$ cat config.mk
export PLATFORM = sky130hd
export DESIGN_NAME = tlv_stream_deframer
export DESIGN_NICKNAME = d
export VERILOG_FILES = /design/src/rtl/core/tlvd_pkg.sv /design/src/rtl/core/tlvd_front.sv /design/src/rtl/core/tlvd_queue.sv /design/src/rtl/core/tlvd_back.sv /design/src/rtl/core/tlv_stream_deframer.sv
export SDC_FILE = /design/constraint.sdc
export NUM_CORES = 1
export LEC_CHECK = 0
export BUFFER_PORTS_ARGS = -buffer_cell sky130_fd_sc_hd__buf_4
export CORE_ASPECT_RATIO = 0.9
export CORE_MARGIN = 2
export CORE_UTILIZATION = 38
export DETAILED_ROUTE_END_ITERATION = 8
export PLACE_DENSITY_LB_ADDON = 0.12
export SYNTH_ARGS = -nofsm -noshare
export SYNTH_HDL_FRONTEND = slang
export SYNTH_HIERARCHICAL = 1
export SYNTH_SLANG_ARGS = --single-unit
$ cat constraint.sdc
create_clock -name clk -period 5.1 [get_ports clk]
set_clock_uncertainty 0.1 [all_clocks]
set_input_delay 1.02 -clock clk [delete_from_list [all_inputs] [get_ports clk]]
set_output_delay 1.02 -clock clk [all_outputs]
set_load 0.02 [all_outputs]
$ cat src/rtl/core/tlvd_pkg.sv
`timescale 1ns / 1ps

package tlvd_pkg;

    // Number of bytes that follow the long-length mark (1 to 4)
    localparam int EXT_LEN_BYTES = 4;
    localparam int QUEUE_DEPTH   = 4;

    localparam logic [7:0] LONG_MARK = 8'hFF;

    localparam logic [1:0] KIND_VALUE = 2'd0;
    localparam logic [1:0] KIND_EMPTY = 2'd1;
    localparam logic [1:0] KIND_TRUNC = 2'd2;

    typedef enum logic [3:0] {
        PH_TAG = 4'b0001,
        PH_LEN = 4'b0010,
        PH_EXT = 4'b0100,
        PH_VAL = 4'b1000
    } phase_t;

    typedef struct packed {
        logic [7:0] data_byte;
        logic       end_of_buffer;
    } in_item_t;

    typedef struct packed {
        logic [1:0]  kind;
        logic [7:0]  element_tag;
        logic [7:0]  value_byte;
        logic [31:0] value_offset;
        logic        element_last;
        logic        truncated;
        logic        buffer_done;
    } out_item_t;

endpackage

$ cat src/rtl/core/tlvd_front.sv
`timescale 1ns / 1ps

module tlvd_front
(
    input  logic                clk,
    input  logic                rst_n,
    input  logic                in_valid,
    input  tlvd_pkg::in_item_t  in_item,
    input  logic                take,
    output logic                res_valid,
    output tlvd_pkg::out_item_t res_item
);

    tlvd_pkg::phase_t phase_reg, phase_next;
    logic [7:0]       tag_reg, tag_next;
    logic [31:0]      rem_reg, rem_next;
    logic [31:0]      pos_reg, pos_next;
    logic [1:0]       cnt_reg, cnt_next;

    logic [7:0]  b;
    logic        eob;
    logic [31:0] ext_lane;
    logic [31:0] rem_dec;
    logic        known;
    logic [31:0] known_len;
    logic        hdr_end;

    assign b   = in_item.data_byte;
    assign eob = in_item.end_of_buffer;
    assign rem_dec = rem_reg - 32'd1;

    always_comb
    begin
        case (cnt_reg)
            2'd0:    ext_lane = {24'd0, b};
            2'd1:    ext_lane = {16'd0, b, 8'd0};
            2'd2:    ext_lane = {8'd0, b, 16'd0};
            default: ext_lane = {b, 24'd0};
        endcase
    end

    always_comb
    begin
        phase_next = phase_reg;
        tag_next   = tag_reg;
        rem_next   = rem_reg;
        pos_next   = pos_reg;
        cnt_next   = cnt_reg;
        known      = 1'b0;
        known_len  = 32'd0;
        hdr_end    = 1'b0;
        res_valid  = 1'b0;
        res_item   = '0;

        unique case (phase_reg)
            tlvd_pkg::PH_LEN:
            begin
                if (b != tlvd_pkg::LONG_MARK)
                begin
                    known     = 1'b1;
                    known_len = {24'd0, b};
                end
                else
                begin
                    rem_next   = 32'd0;
                    cnt_next   = 2'd0;
                    phase_next = tlvd_pkg::PH_EXT;
                    hdr_end    = 1'b1;
                end
            end
            tlvd_pkg::PH_EXT:
            begin
                if (({1'b0, cnt_reg} + 3'd1) >= 3'(tlvd_pkg::EXT_LEN_BYTES))
                begin
                    cnt_next  = 2'd0;
                    known     = 1'b1;
                    known_len = rem_reg | ext_lane;
                end
                else
                begin
                    rem_next = rem_reg | ext_lane;
                    cnt_next = cnt_reg + 2'd1;
                    hdr_end  = 1'b1;
                end
            end
            tlvd_pkg::PH_VAL:
            begin
                pos_next = pos_reg + 32'd1;
                rem_next = rem_dec;
                if ((rem_dec == 32'd0) || eob)
                    phase_next = tlvd_pkg::PH_TAG;
                res_valid             = 1'b1;
                res_item.kind         = tlvd_pkg::KIND_VALUE;
                res_item.value_byte   = b;
                res_item.value_offset = pos_reg;
                res_item.element_last = (rem_dec == 32'd0);
                res_item.truncated    = eob && (rem_dec != 32'd0);
                res_item.buffer_done  = eob;
            end
            tlvd_pkg::PH_TAG:
            begin
                tag_next   = b;
                phase_next = tlvd_pkg::PH_LEN;
                hdr_end    = 1'b1;
            end
            default:
            begin
                // unreachable encodings behave as the tag phase
                tag_next   = b;
                phase_next = tlvd_pkg::PH_LEN;
                hdr_end    = 1'b1;
            end
        endcase

        if (known)
        begin
            rem_next = known_len;
            pos_next = 32'd0;
            if (known_len == 32'd0)
            begin
                phase_next            = tlvd_pkg::PH_TAG;
                res_valid             = 1'b1;
                res_item.kind         = tlvd_pkg::KIND_EMPTY;
                res_item.element_last = 1'b1;
                res_item.buffer_done  = eob;
            end
            else
            begin
                phase_next = tlvd_pkg::PH_VAL;
                hdr_end    = 1'b1;
            end
        end

        // buffer ended inside the header: flag truncation, back to tag
        if (hdr_end && eob)
        begin
            phase_next           = tlvd_pkg::PH_TAG;
            res_valid            = 1'b1;
            res_item.kind        = tlvd_pkg::KIND_TRUNC;
            res_item.truncated   = 1'b1;
            res_item.buffer_done = 1'b1;
        end

        res_item.element_tag = tag_next;
        res_valid = res_valid && in_valid;
    end

    always_ff @(posedge clk or negedge rst_n)
    begin
        if (!rst_n)
        begin
            phase_reg <= tlvd_pkg::PH_TAG;
            tag_reg   <= 8'd0;
            rem_reg   <= 32'd0;
            pos_reg   <= 32'd0;
            cnt_reg   <= 2'd0;
        end
        else if (take)
        begin
            phase_reg <= phase_next;
            tag_reg   <= tag_next;
            rem_reg   <= rem_next;
            pos_reg   <= pos_next;
            cnt_reg   <= cnt_next;
        end
    end

endmodule

$ cat src/rtl/core/tlvd_queue.sv
`timescale 1ns / 1ps

module tlvd_queue
#(
    parameter int DEPTH = tlvd_pkg::QUEUE_DEPTH
)
(
    input  logic                clk,
    input  logic                rst_n,
    input  logic                push,
    input  tlvd_pkg::out_item_t push_item,
    output logic                push_ready,
    input  logic                pop,
    output logic                pop_valid,
    output tlvd_pkg::out_item_t pop_item
);

    localparam int PW = (DEPTH > 1) ? $clog2(DEPTH) : 1;
    localparam int CW = $clog2(DEPTH + 1);

    tlvd_pkg::out_item_t slot_reg [DEPTH];
    logic [PW-1:0] wr_ptr_reg, wr_ptr_next;
    logic [PW-1:0] rd_ptr_reg, rd_ptr_next;
    logic [CW-1:0] count_reg, count_next;
    logic          do_push, do_pop;

    assign push_ready = (count_reg != CW'(DEPTH));
    assign pop_valid  = (count_reg != '0);
    assign pop_item   = slot_reg[rd_ptr_reg];
    assign do_push    = push && push_ready;
    assign do_pop     = pop && pop_valid;

    always_comb
    begin
        wr_ptr_next = wr_ptr_reg;
        rd_ptr_next = rd_ptr_reg;
        count_next  = count_reg;
        if (do_push)
            wr_ptr_next = (wr_ptr_reg == PW'(DEPTH - 1)) ? '0 : wr_ptr_reg + PW'(1);
        if (do_pop)
            rd_ptr_next = (rd_ptr_reg == PW'(DEPTH - 1)) ? '0 : rd_ptr_reg + PW'(1);
        if (do_push && !do_pop)
            count_next = count_reg + CW'(1);
        else if (do_pop && !do_push)
            count_next = count_reg - CW'(1);
    end

    always_ff @(posedge clk or negedge rst_n)
    begin
        if (!rst_n)
        begin
            wr_ptr_reg <= '0;
            rd_ptr_reg <= '0;
            count_reg  <= '0;
        end
        else
        begin
            wr_ptr_reg <= wr_ptr_next;
            rd_ptr_reg <= rd_ptr_next;
            count_reg  <= count_next;
        end
    end

    always_ff @(posedge clk)
    begin
        if (do_push)
            slot_reg[wr_ptr_reg] <= push_item;
    end

endmodule

$ cat src/rtl/core/tlvd_back.sv
`timescale 1ns / 1ps

module tlvd_back
(
    input  logic                clk,
    input  logic                rst_n,
    input  logic                q_valid,
    input  tlvd_pkg::out_item_t q_item,
    output logic                q_pop,
    output logic                out_valid,
    input  logic                out_ready,
    output tlvd_pkg::out_item_t out_item
);

    logic                valid_reg;
    tlvd_pkg::out_item_t item_reg, item_next;
    logic                load;

    assign load  = !valid_reg || out_ready;
    assign q_pop = load && q_valid;

    // only value items carry a byte and an offset
    always_comb
    begin
        item_next = q_item;
        if (q_item.kind != tlvd_pkg::KIND_VALUE)
        begin
            item_next.value_byte   = 8'd0;
            item_next.value_offset = 32'd0;
        end
    end

    always_ff @(posedge clk or negedge rst_n)
    begin
        if (!rst_n)
            valid_reg <= 1'b0;
        else if (load)
            valid_reg <= q_valid;
    end

    always_ff @(posedge clk)
    begin
        if (q_pop)
            item_reg <= item_next;
    end

    assign out_valid = valid_reg;
    assign out_item  = item_reg;

endmodule

$ cat src/rtl/core/tlv_stream_deframer.sv
`timescale 1ns / 1ps
// A result is registered in the queue by the edge that accepts its byte, and
// moves to the output register once that register is empty or being read.
// Throughput: one byte per cycle while the queue has room, set by the front
// phase register update; header bytes that complete nothing are taken but give no item.
// Reset (rst_n low, asynchronous) returns the parser to the tag phase,
// clears length and offset state, and empties the queue and output stage.

module tlv_stream_deframer
#(
    parameter int QUEUE_DEPTH = tlvd_pkg::QUEUE_DEPTH
)
(
    input  logic                clk,
    input  logic                rst_n,
    input  logic                in_valid,
    output logic                in_ready,
    input  tlvd_pkg::in_item_t  in_item,
    output logic                out_valid,
    input  logic                out_ready,
    output tlvd_pkg::out_item_t out_item
);

    logic                res_valid;
    tlvd_pkg::out_item_t res_item;
    logic                q_ready;
    logic                q_valid;
    logic                q_pop;
    tlvd_pkg::out_item_t q_item;

    assign in_ready = q_ready;

    tlvd_front u_front
    (
        .clk       (clk),
        .rst_n     (rst_n),
        .in_valid  (in_valid),
        .in_item   (in_item),
        .take      (in_valid && q_ready),
        .res_valid (res_valid),
        .res_item  (res_item)
    );

    tlvd_queue #(.DEPTH(QUEUE_DEPTH)) u_queue
    (
        .clk        (clk),
        .rst_n      (rst_n),
        .push       (res_valid),
        .push_item  (res_item),
        .push_ready (q_ready),
        .pop        (q_pop),
        .pop_valid  (q_valid),
        .pop_item   (q_item)
    );

    tlvd_back u_back
    (
        .clk       (clk),
        .rst_n     (rst_n),
        .q_valid   (q_valid),
        .q_item    (q_item),
        .q_pop     (q_pop),
        .out_valid (out_valid),
        .out_ready (out_ready),
        .out_item  (out_item)
    );

endmodule

**Yosys cells after proc, flatten, opt, wreduce, memory -nomap -nowiden**

Memory sizes are Yosys's and may differ from the RTL's.
Cells that the tools add are included.
Widths: inputs -> output; s select.

- Output and inout port bits: 55
- Word-level logic and storage cells: 118
- Memories kept: 1
- Flip-flop bits (word level): 139
- Bits of input ports: 13
- Bits in writable memories: 212

Memory list:

| name | depth | bits a word | rd ports | clocked after Yosys merged registers in | write ports | line | RTL |
|---|---|---|---|---|---|---|---|
| u_queue.slot_reg | 4 | 53 | 1 | 0 | 1 | tlvd_queue.sv:21 | `tlvd_pkg::out_item_t slot_reg [DEPTH];` |

- Equal/unequal tests: 15
- Bitwise gates (word level): 1
- Add/subtract/negate cells: 8
- Reductions and logical operators: 29
- Order comparisons: 1
- Mux-type cells: 47

Operators by type and width:

| cell | number |
|---|---|
| $mux 32 | 6 |
| $pmux 32 s3 | 2 |
| $logic_not 32->1 | 2 |
| $pmux 32 s2 | 1 |
| $mux 43 | 1 |
| $add 32x1->32 const B | 1 |
| $or 32x32->32 | 1 |
| $reduce_bool 32->1 | 1 |
| $sub 32x1->32 const B | 1 |
| $mux 4 | 5 |
| $mux 1 | 17 |
| $mux 8 | 2 |
| $mux 2 | 7 |
| $pmux 4 s3 | 1 |
| $logic_and 1x1->1 | 9 |
| $ne 8x8->1 const B | 1 |
| $reduce_and 4->1 | 2 |
| $reduce_bool 2->1 | 4 |
| $add 2x1->2 const B | 3 |
| $eq 2x2->1 const B | 3 |
| $mux 3 | 2 |
| $ne 3x2->1 const B | 2 |
| $eq 4x2->1 const B | 1 |
| $eq 4x3->1 const B | 1 |
| other kinds (22) | 25 |

**Depth between registers and ports, before layout**

- Depth after elaboration: 16
- Depth in mapped cells: 14
- Depth with buffers taken out: 14

**Modules after synthesis**

The synthesis kept the hierarchy.

By module, submodules not included:

| module | instances | area each (um^2) | cells an instance | sequential area each (um^2) |
|---|---|---|---|---|
| tlvd_queue | 1 | 8156.6 | 314 | 6541.3 |
| tlvd_front | 1 | 5177.5 | 621 | 1953.1 |
| tlvd_back | 1 | 1941.9 | 102 | 1616.6 |
| tlv_stream_deframer | 1 | 6.3 | 1 | 0.0 |

**Worst setup path after synthesis**

No wires, ideal clock.

- Path type: input port to flip-flop
- Start: input in_item[7] in the netlist's numbering
- End: memory u_queue/slot_reg[0][0] in the netlist's numbering, enable pin
- Setup slack: 587 ps
- Required time: 4584 ps
- Arrival time: 3997 ps
- Path buffers: 1
- Setup time: 416 ps
- Cell stages on the path: 9
- Cells stage by stage: clkbuf_1 > nor4_1 > nand2_1 > a2111oi_2 > o211ai_1 > nand2b_1 > and2_1 > a21boi_2 > and2_1

- Word-level cells in the longest chain between the ends: 13
- Elaborated cells on any way between the ends: 21
- Those cells by class: eq/ne (1); mux (15); bitwise (1); reduce/logical (4)

Ends and longest elaborated chain:

| item | line | RTL |
|---|---|---|
| from (decl) | tlv_stream_deframer.sv:18 | `input tlvd_pkg::in_item_t in_item,` |
| $pmux 32 s3 | tlvd_front.sv:34 | `case (cnt_reg)` |
| $or 32x32->32 | tlvd_front.sv:77 | `known_len = rem_reg \| ext_lane;` |
| $mux 32 | tlvd_front.sv:73 | `if (({1'b0, cnt_reg} + 3'd1) >= 3'(tlvd_pkg::EXT_LEN_BYTES))` |
| $pmux 32 s2 | tlvd_front.sv:55 | `unique case (phase_reg)` |
| $logic_not 32->1 | tlvd_front.sv:119 | `if (known_len == 32'd0)` |
| $mux 1 | tlvd_front.sv:119 |  |
| $mux 1 | tlvd_front.sv:115 | `if (known)` |
| $logic_and 1x1->1 | tlvd_front.sv:135 | `if (hdr_end && eob)` |
| $mux 1 (*) | tlvd_front.sv:135 |  |
| $logic_and 1x1->1 (*) | tlvd_front.sv:145 | `res_valid = res_valid && in_valid;` |
| named net res_valid | tlv_stream_deframer.sv:24 | `logic res_valid;` |
| $logic_and 1x1->1 (*) | tlvd_queue.sv:30 | `assign do_push = push && push_ready;` |
| named net u_queue.do_push | tlvd_queue.sv:25 | `logic do_push, do_pop;` |
| $mux 1 (*) | tlvd_queue.sv:66 | `if (do_push)` |
| $mux 1 (implied by the code) (*) | tlvd_queue.sv:67 | `slot_reg[wr_ptr_reg] <= push_item;` |
| to (decl) | tlvd_queue.sv:21 |  |

Mark *: on every way through the listed nets, which the timed path passes. The rest lies on a longest branch.

**Worst setup path after layout**

- Start: register u_front.rem_reg[18]
- End: register u_queue.count_reg[2]

- Word-level cells in the longest chain between the ends: 13
- Elaborated cells on any way between the ends: 17
- Those cells by class: mux (8); bitwise (1); reduce/logical (8)

Ends and longest elaborated chain:

| item | line | RTL |
|---|---|---|
| from (decl) | tlvd_front.sv:16 | `logic [31:0] rem_reg, rem_next;` |
| from (signal assigned) | tlvd_front.sv:162 | `rem_reg <= rem_next;` |
| $or 32x32->32 (*) | tlvd_front.sv:77 |  |
| $mux 32 (*) | tlvd_front.sv:73 |  |
| $pmux 32 s2 (*) | tlvd_front.sv:55 |  |
| $logic_not 32->1 (*) | tlvd_front.sv:119 |  |
| $mux 1 | tlvd_front.sv:119 |  |
| $mux 1 | tlvd_front.sv:115 |  |
| $logic_and 1x1->1 | tlvd_front.sv:135 |  |
| $mux 1 (*) | tlvd_front.sv:135 |  |
| $logic_and 1x1->1 (*) | tlvd_front.sv:145 |  |
| named net res_valid | tlv_stream_deframer.sv:24 |  |
| $logic_and 1x1->1 (*) | tlvd_queue.sv:30 |  |
| named net u_queue.do_push | tlvd_queue.sv:25 |  |
| $logic_not 1->1 | tlvd_queue.sv:44 | `else if (do_pop && !do_push)` |
| $logic_and 1x1->1 | tlvd_queue.sv:44 |  |
| $reduce_bool 2->1 (no source line) | - |  |
| to (signal assigned) | tlvd_queue.sv:60 | `count_reg <= count_next;` |
| to (decl) | tlvd_queue.sv:24 | `logic [CW-1:0] count_reg, count_next;` |

Marks and branches as above.
A chain may end at the register's enable or synchronous reset.

==> impl.org <==
** Floorplanning
- Once the floorplan was initialized, standard cells occupied 38.6% of the core.
- The floorplan has 69 rows.
- 68 I/O pins were placed.
- Die ar. :: 41800 µm²
- After floorplanning, the core was sized to cover 39500 µm².
- Die width :: 215 µm
- Die height :: 194 µm

** Place
- DP HPWL :: 21.8 mm
- Buffers added on ports :: 67
- At the placement stage, the worst setup path has a slack of 0.814 ns.
- At the end of routability-driven placement, the weighted congestion stood at 0.844.
- Cell count after placement :: 1605

** Drt
- First-iteration detailed-routing DRC count :: 720
- WL final :: 36.0 mm
- Routed length on met3 :: 2.07 mm
- Before antenna repair, the detailed router went through 5 iterations.
- Vias after detailed routing :: 9006
- Once detail routing completed, the nets flagged for antenna violations numbered 0.
- DR DRC count :: 0
- Uppermost metal layer occupied by signal nets :: met4
- In the final routed layout, each cell accounts on average for 21.5 µm.
- Via density per instance :: 5.37
- For this block, wires on met1 add up to 17.1 mm.
- Wire segments on met2 add up to 15.9 mm in the final route.

** Setup path
- The critical path crosses 13 cells after its start point.
- RR Endpoint :: u_queue/count_reg[2]
- Number of cell instances on the worst register-to-register path :: 13
- Reg-to-reg slack, setup :: 1.10 ns
- Max incr delay on CP :: 0.54 ns
- In this run the worst path has a maximum fanout of 7.
- Tracing the worst setup path back leads to its startpoint at u_front/rem_reg[18].
- Arrival time of the worst setup path :: 4.37 ns
- CP max-delay cell :: sky130_fd_sc_hd__a2111oi_2
- Most Frequent Cell on Critical Path :: sky130_fd_sc_hd__xor2_1
- Capturing instance or port of the critical path :: u_queue/count_reg[2]
- Critical Setup Path Class :: flop to flop
- WP data required :: 5.47 ns
- Crit Reg-Reg Startpoint :: u_front/rem_reg[18]
- The worst setup path is captured at a flop.
- Worst Path Buf+Inv :: 1
- Cell-by-cell listing of the critical path :: nor4_2 -> nand4b_1 -> a2111oi_2 -> o211ai_1 -> nand2b_1 -> and2_1 -> a21boi_2 -> ha_1 -> inv_1 -> fa_1 -> xor2_1 -> nor2_1 -> xor2_1
- In this design, the largest share of critical-path delay is due to simple AND/OR/NAND/NOR gates.
- STA classifies the critical path startpoint as a flop.

** Cells and area
- Layout cells sized above 1 :: 21.2%
- For this run, the post-layout net count is 1141.
- Largest register FFs :: 212
- The repair_antennas step left the layout with diodes totalling 0.
- Leaving out filler cells and counting taps, the final layout contains 1676.
- Relative to the synthesized area, the layout overhead comes to 14.9%.
- Cells fill 44.4% of the core in the end.

** Timing
- Setup violation total in the final timing report :: 0
- Final hold violations :: 0
- Minimum clock period :: 4.00 ns
- Period Utilization, post-route :: 78.5%
- Worst hold margin :: 0.407 ns
- Measured slew at the worst slew-check pin :: 0.970 ns
- For this run, the top clock speed supported by timing is 0.250 GHz.
- The worst pin sits at a relative slew slack of 35.3%.
- Unrepaired setup endpoints after global routing :: false
- Worst setup slack after layout :: 1.10 ns
- Total count of max-transition violations in the final report :: 0
- After routing, the total negative slack on setup checks comes to 0 ns.

** Logic synthesis
- Post-synth top cells :: sky130_fd_sc_hd__edfxtp_1, sky130_fd_sc_hd__nor2_1, sky130_fd_sc_hd__and2_1
- Of all flip-flops after synthesis, the portion carrying an async set or reset was 24.5%.
- Yosys top cell area share :: 52.1%
- When the netlist entered floorplanning its net count stood at 1065.
- The largest total area in the synthesized netlist belongs to sky130_fd_sc_hd__edfxtp_1.
- By area the synthesized netlist is led by sky130_fd_sc_hd__edfxtp_1, sky130_fd_sc_hd__dfrtp_1, sky130_fd_sc_hd__mux4_2, sky130_fd_sc_hd__and2_1, sky130_fd_sc_hd__nor2_1.
- The most used flip-flop cell after synthesis is sky130_fd_sc_hd__edfxtp_1.
- Synth warnings :: 6
- Netlist area before placement :: 15300 µm²
- Share of synthesized area occupied by flip-flops and latches :: 66.2%
- Average cell area after synthesis :: 14.7 µm²
- #FFs+latches synth :: 351
- Cell count after synthesis :: 1038
- Netlist cell types :: 74
- By instance count, the leading cell after synthesis is sky130_fd_sc_hd__edfxtp_1.
- Counting flops with a built-in enable in the synthesized netlist gives 265.

** CTS
- Deepest level of the CTS H-tree :: 2
- Cts hold-fix bufs :: 0
- Once the clock tree was built, the setup fixing pass inserted 0 buffers.
- Clock tree synthesis found a total of 351 sinks.
- The number of clock buffers added by TritonCTS is 39.
- TritonCTS clock tree :: yes
- Clock-pin slew was measured on the worst setup and hold paths at 0.06 ns.
- The clock reaches the later pin of the worst-skew pair after 0.55 ns.
- The clock passes through at most 3 buffers.
- Gates resized during post-CTS repair numbered 0.
- The tree is rooted in a sky130_fd_sc_hd__clkbuf_16.

** Flow run
- Number of max-capacitance violations reported :: 0

** Pwr
- Total leakage power :: 6.38 nW
- P per Cell Area :: 543 nW/µm²
- Worst-case vdd ir drop :: 0.218 mV

** Global routing
- Summed over all layers, the global routing overflow is 0.
- The first global-routing pass estimated 55.8 mm of wire.
- Global routing used 17.4% of the available tracks.
- Number of antenna violations at the first check in global routing :: 1
- Largest net degree at the start of global routing :: 67
- Number of global-route vias before repair :: 9092

** Outcome
- The run finished with clean final reports.

** Worst hold path
- Classification of the worst-slack hold path :: flop to flop
where the power goes:
part	total (mW)	switching (mW)	internal, mW
clock	2.72	1.16	1.57
combinational	2.69	1.54	1.15
sequential	4.11	0.367	3.75
cell families (layout without fill, tap and decap cells):
| kind of cell | count (synthesis) | after routing | share of synthesized area, % |
|---|---|---|---|
| xor gates and xnor gates | 43 | 43 | 2.46 |
| DFF | 351 | 351 | 66.2 |
| muxes | 70 | 70 | 9.16 |
| adders and majority gates | 14 | 14 | 1.20 |
| AOI/OAI and AO/OA | 133 | 133 | 5.52 |
| and+or+nand+nor | 357 | 357 | 12.9 |
| buffers and inverters | 70 | 176 | 2.64 |
cell usage in the layout (no fill, tap or decap), drive strengths merged, types with 18 or more instances in the layout:
master    n
edfxtp  265
nor2     97
buf      89
and2     89
dfrtp    85
mux4     53
clkbuf   50
o21ai    42
nand2    42
nor3     33
a21oi    32
xor2     25
xnor2    18
how the worst min path moves through the flow:
stage,endpoint,slack [ns],startpoint,depth (start not counted)
2_1_floorplan,u_front/tag_reg[7],0.37,u_front/tag_reg[7],2
3_3_place_gp,u_front/tag_reg[7],0.39,u_front/tag_reg[7],2
3_5_place_dp,u_front/tag_reg[7],0.40,u_front/tag_reg[7],2
4_1_cts,u_front/tag_reg[0],0.42,u_front/tag_reg[0],2
5_1_grt,u_front/tag_reg[0],0.43,u_front/tag_reg[0],2
6_report,u_front/tag_reg[0],0.41,u_front/tag_reg[0],2
stage by stage:
stage | power, mW | cell area (µm²)
floorplan | 6.01 | 15300
global placement | 6.90 | 16300
detailed placement | 6.91 | 16300
CTS | 9.67 | 17600
global route | 10.0 | 17600
finish | 9.53 | 17600
per-layer routing:
layer | global-route usage [%] | vias to the layer above
met5 | 0 | -
met4 | 4.98 | 0
met3 | 3.22 | 58
met2 | 26.1 | 263
met1 | 25.9 | 4580
li1 | - | 4105
worst reg2reg max path, stage by stage (launching register included):
cell and delay [ns]:
sky130_fd_sc_hd__dfrtp_1 0.43, sky130_fd_sc_hd__nor4_2 0.53, sky130_fd_sc_hd__nand4b_1 0.43, sky130_fd_sc_hd__a2111oi_2 0.55, sky130_fd_sc_hd__o211ai_1 0.23, sky130_fd_sc_hd__nand2b_1 0.14
sky130_fd_sc_hd__and2_1 0.12, sky130_fd_sc_hd__a21boi_2 0.30, sky130_fd_sc_hd__ha_1 0.26, sky130_fd_sc_hd__inv_1 0.06, sky130_fd_sc_hd__fa_1 0.37, sky130_fd_sc_hd__xor2_1 0.17
sky130_fd_sc_hd__nor2_1 0.11, sky130_fd_sc_hd__xor2_1 0.15
area by class of cell:
type / count / area, µm²
multi-input combinational: 617 / 4770
sequential: 351 / 10100
tap: 532 / 666
fill: 3633 / 22000
inverter: 16 / 60.1
clock buffer: 50 / 1090
timing repair buffer: 89 / 693
clock inverter: 21 / 163
No activity file was read; power rests on OpenSTA's default activity.
